File: config.mk
export PLATFORM = sky130hd
export DESIGN_NAME = psort_min
export DESIGN_NICKNAME = d
export VERILOG_FILES = /design/src/rtl/psort_pkg.sv /design/src/rtl/psort_min.sv
export SDC_FILE = /design/constraint.sdc
export NUM_CORES = 2
export LEC_CHECK = 0
export BUFFER_PORTS_ARGS = -buffer_cell sky130_fd_sc_hd__buf_2
export CORE_AREA = 4 4 416 418
export CTS_BUF_LIST = sky130_fd_sc_hd__clkbuf_4 sky130_fd_sc_hd__clkbuf_8
export DETAILED_ROUTE_END_ITERATION = 8
export DIE_AREA = 0 0 420 422
export GPL_ROUTABILITY_DRIVEN = 0
export SYNTH_ARGS = -nofsm -noshare
export SYNTH_HDL_FRONTEND = slang
export SYNTH_SLANG_ARGS = --single-unit
File: constraint.sdc
create_clock -name clock -period 20.3 [get_ports clock]
set_input_delay 6.09 -clock clock [delete_from_list [all_inputs] [get_ports clock]]
set_output_delay 6.09 -clock clock [all_outputs]
set_load 0.05 [all_outputs]
File: src/rtl/psort_pkg.sv
// Shared constants and types for the patience sorter.
`timescale 1ns / 1ps
`default_nettype none

package psort_pkg;

   localparam int MAX_ITEMS = 32;
   localparam int VALUE_W   = 32;
   localparam int SLOT_W    = $clog2(MAX_ITEMS);
   localparam int CNT_W     = $clog2(MAX_ITEMS + 1);

   typedef logic signed [VALUE_W-1:0] value_type;
   typedef logic [SLOT_W-1:0]         slot_type;
   typedef logic [CNT_W-1:0]          count_type;

endpackage

`default_nettype wire

File: src/rtl/psort_min.sv
// Two-stage registered minimum tree over the pile tops, ties to the lowest pile.
`timescale 1ns / 1ps
`default_nettype none

module psort_min
   import psort_pkg::*;
(
   input  wire logic              clock,
   input  wire value_type         tops [MAX_ITEMS],
   input  wire logic [MAX_ITEMS-1:0] live,
   output slot_type               best
);

   localparam int LEAVES = 1 << SLOT_W;
   localparam int MIDS   = LEAVES / 4;
   localparam int LEVELS = SLOT_W - 2;

   typedef struct packed {
      logic      live;
      value_type val;
      slot_type  idx;
   } cand_type;

   cand_type leaf_c  [LEAVES];
   cand_type half_c  [LEAVES/2];
   cand_type mid_in  [MIDS];
   cand_type mid_ff  [MIDS];
   cand_type tree_c  [LEVELS+1][MIDS];
   slot_type best_in;
   slot_type best_ff;

   function automatic cand_type pick(input cand_type a, input cand_type b);
      if (a.live && (!b.live || $signed(a.val) <= $signed(b.val))) begin
         return a;
      end
      return b;
   endfunction

   always_comb begin
      for (int i = 0; i < LEAVES; i++) begin
         leaf_c[i].idx = SLOT_W'(i);
         if (i < MAX_ITEMS) begin
            leaf_c[i].live = live[i];
            leaf_c[i].val  = tops[i];
         end else begin
            leaf_c[i].live = 1'b0;
            leaf_c[i].val  = '0;
         end
      end
      for (int i = 0; i < LEAVES/2; i++) begin
         half_c[i] = pick(leaf_c[2*i], leaf_c[2*i+1]);
      end
      for (int i = 0; i < MIDS; i++) begin
         mid_in[i] = pick(half_c[2*i], half_c[2*i+1]);
      end
   end

   always_comb begin
      for (int l = 0; l <= LEVELS; l++) begin
         for (int i = 0; i < MIDS; i++) begin
            tree_c[l][i] = '0;
         end
      end
      for (int i = 0; i < MIDS; i++) begin
         tree_c[0][i] = mid_ff[i];
      end
      for (int l = 1; l <= LEVELS; l++) begin
         for (int i = 0; i < (MIDS >> l); i++) begin
            tree_c[l][i] = pick(tree_c[l-1][2*i], tree_c[l-1][2*i+1]);
         end
      end
      best_in = tree_c[LEVELS][0].idx;
   end

   always_ff @(posedge clock) begin
      mid_ff  <= mid_in;
      best_ff <= best_in;
   end

   assign best = best_ff;

endmodule

`default_nettype wire

==> flow_summary.ini <==
[outcome]
status = complete, no violations

[power_and_ir_drop]
power.internal_uw = 2415
p_leak_uw = 0.02966
seq_power_share_pct = 17.4
p_clk_share_pct = 15.3
sw_frac_of_total_pct = 49.33
p_comb_share_pct = 67.3
power_density_nw_per_um2 = 91.40
peakVddDrop_v = 0.0001660
switchingPower_uw = 2351

[synth]
syn_area_um2 = 43110
synth_top_area_share_pct = 28.79
synth_ff_type = dfxtp_1
yosysTopAreaCell = ha_1
async_flop_share_pct = 0
synth-edff-count = 0
syn_inst = 5220
yosys-top-cells-area = ha_1, mux2i_1, dfxtp_1
ys_warn_count = 0
synthDistinctLibCells = 102
synth_area_per_cell_um2 = 8.259
yosys_register_bits = 285
ys_seq_area_share_pct = 13.23
synthesis.nets = 7269

[global_route]
grt_antenna_before_repair = 65
overflow = 0
busiest_layer = met2
grt.total_usage_pct = 20.46
grt_use_met2_pct = 35.99
grt_max_degree = 66
grt_use_met3_pct = 3.107
grt_pass1_wl_mm = 272.8
grt_use_met1_pct = 25.36
grt_pass1_vias = 42731

[min_path]
whs_path_depth = 4
hold_path_class = reg -> reg
hold_start = mid_ff[38]

[clocking]
root_buffer = clkbuf_8
htree_levels = 2
cts_sinks = 285
cts_tree = yes
post_cts_resized = 0
cts-hold-fix-buffers = 0
cts.clk_slew.worst_paths_ns = 0.06
clockBufferDepth = 3
clk_latency_ns = 0.69
post-cts-setup-buffers = 0
numCtsBuffers = 57

[timing]
rsz0062_at_grt = false
setup_viol = 0
min_period_over_period_pct = 60.66
skew_ns = 0.02521
fin_tns_setup_ns = 0
layout_min_cycle_time_ns = 12.31
drv_slew = 0
hold_viol_final = 0
worst_slack_ns = 7.986
max_freq_mhz = 81.21
maxSlewHeadroom_pct = 17.09
tightestPinTransition_ns = 1.237

[final_layout]
final_cell_mix = buf_2, ha_1, inv_1
nets = 8286
final_cells = 8539
drive_gt1_share_pct = 20.61
fin_util_pct = 30.84
seq_area_um2 = 5705
multi_input_area_um2 = 32920
fillers = 17872
syn2layout_area_growth_pct = 20.97
final_common_cell = buf_2

[die]
start_util_pct = 25.50
io_pins = 1062
rows = 151
core-area_um2 = 169100
die-area_um2 = 177200
fp.dieW_um = 420
die_height_um = 422

[route]
dr.pass1.iters = 7
wirelength_mm = 191.0
drc = 0
wl_per_cell_um = 22.37
drtAntennaViolNets = 0
drtIter0Drc = 2556
vias_per_cell = 5.050
vias = 43123

[critical_path]
startpoint = tops[14]
start_kind = input pin
critical_path_class = in -> reg
arrival_ns = 12.92
worstSetupEndpointType = flop
ff2ff_path_depth = 28
crit_required_ns = 20.91
timing.rr.start = mid_ff[112]
path_max_fanout = 19

[placement]
placed_cells = 8396
pre_cts_slack_ns = 7.222
io_buffers = 1061
place_hpwl_mm = 171.3

[run]
drv_cap = 0
## power by group through the flow
stage | Sequential [uW] | Combinational, uW | Clock (uW)
after floorplan | 774 | 2140 | 0
after global placement | 846 | 3130 | 0
after detailed placement | 845 | 3230 | 0
after CTS | 836 | 3250 | 767
after global routing | 841 | 3580 | 782
final | 829 | 3210 | 729
## routing by layer
layer	routed length (um)	share of wire, %
met1	80260	42
met2	92630	48
met3	10890	5.7
met4	7051	3.7
met5	192	0.10
## stage by stage
| stage | power (uW) | hold WS (ns) | cell area, um^2 |
|---|---|---|---|
| after floorplan | 2918 | 0.6045 | 43110 |
| after global placement | 3981 | 0.7910 | 50670 |
| after detailed placement | 4071 | 0.8215 | 50670 |
| after CTS | 4849 | 0.8548 | 52060 |
| after global routing | 5199 | 0.9323 | 52120 |
| final | 4767 | 0.8583 | 52150 |
## path summary, 6_finish.rpt
kind | endpoint | slack (ns)
setup reg to reg | best[2] | 10.88
hold / removal | best[0] | 0.86
hold reg to reg | best[0] | 0.86
setup / recovery | mid_ff[13] | 7.99
## state kept, by name, indices dropped and copies added (netlist names)
signal / cells
best: 5
mid_ff: 280
## layout make-up
class                   instances  share of cell area (%)
clock inverters                38                  0.9020
multi-input cells            3809                   63.12
inverters                     990                   7.125
well taps                    2218                   5.321
repair buffers               1094                   10.66
diodes                         37                  0.1775
clock buffers                  68                   1.759
flip-flops and latches        285                   10.94
## synthesized netlist by cell type (37+ instances only)
master      n
o21ai_0   177
inv_1     990
nor2b_1    37
nand3_1   115
nand4_1   177
nand2_1   194
ha_1      992
o211ai_1   40
mux2i_1   803
nor3_1     50
dfxtp_1   285
a21oi_1   339
and2_1     37
nor2_1    155
buf_2      62
a21o_1    144
a31oi_1    50
a211oi_1   77
## critical path, stage by stage
cell and delay, ns:
buf_2 0.09, inv_1 0.04, ha_1 0.31, nand4_1 0.15, nor4_1 0.89, a21boi_0 0.30
or4_1 0.18, a31oi_1 0.10, a22oi_2 0.99, buf_4 0.48, mux2i_1 0.36, ha_1 0.26
nand4_1 0.16, or3_1 0.35, nor2_1 0.23, a31oi_1 0.14, and3b_1 0.23, nor3_4 0.81
buf_4 0.46, mux2i_1 0.26
## kinds of logic (layout without fill, tap and decap cells)
group | Yosys count | in the layout | share of synthesized area, %
mux | 836 | 836 | 19.51
buf+inv | 1126 | 2190 | 10.72
fa+ha+maj | 992 | 992 | 28.79
simple gates | 885 | 885 | 10.74
compound gates | 1096 | 1096 | 17.01
other cells | 0 | 37 | 0
flops | 285 | 285 | 13.23
Power figures use the tool's default switching activity.
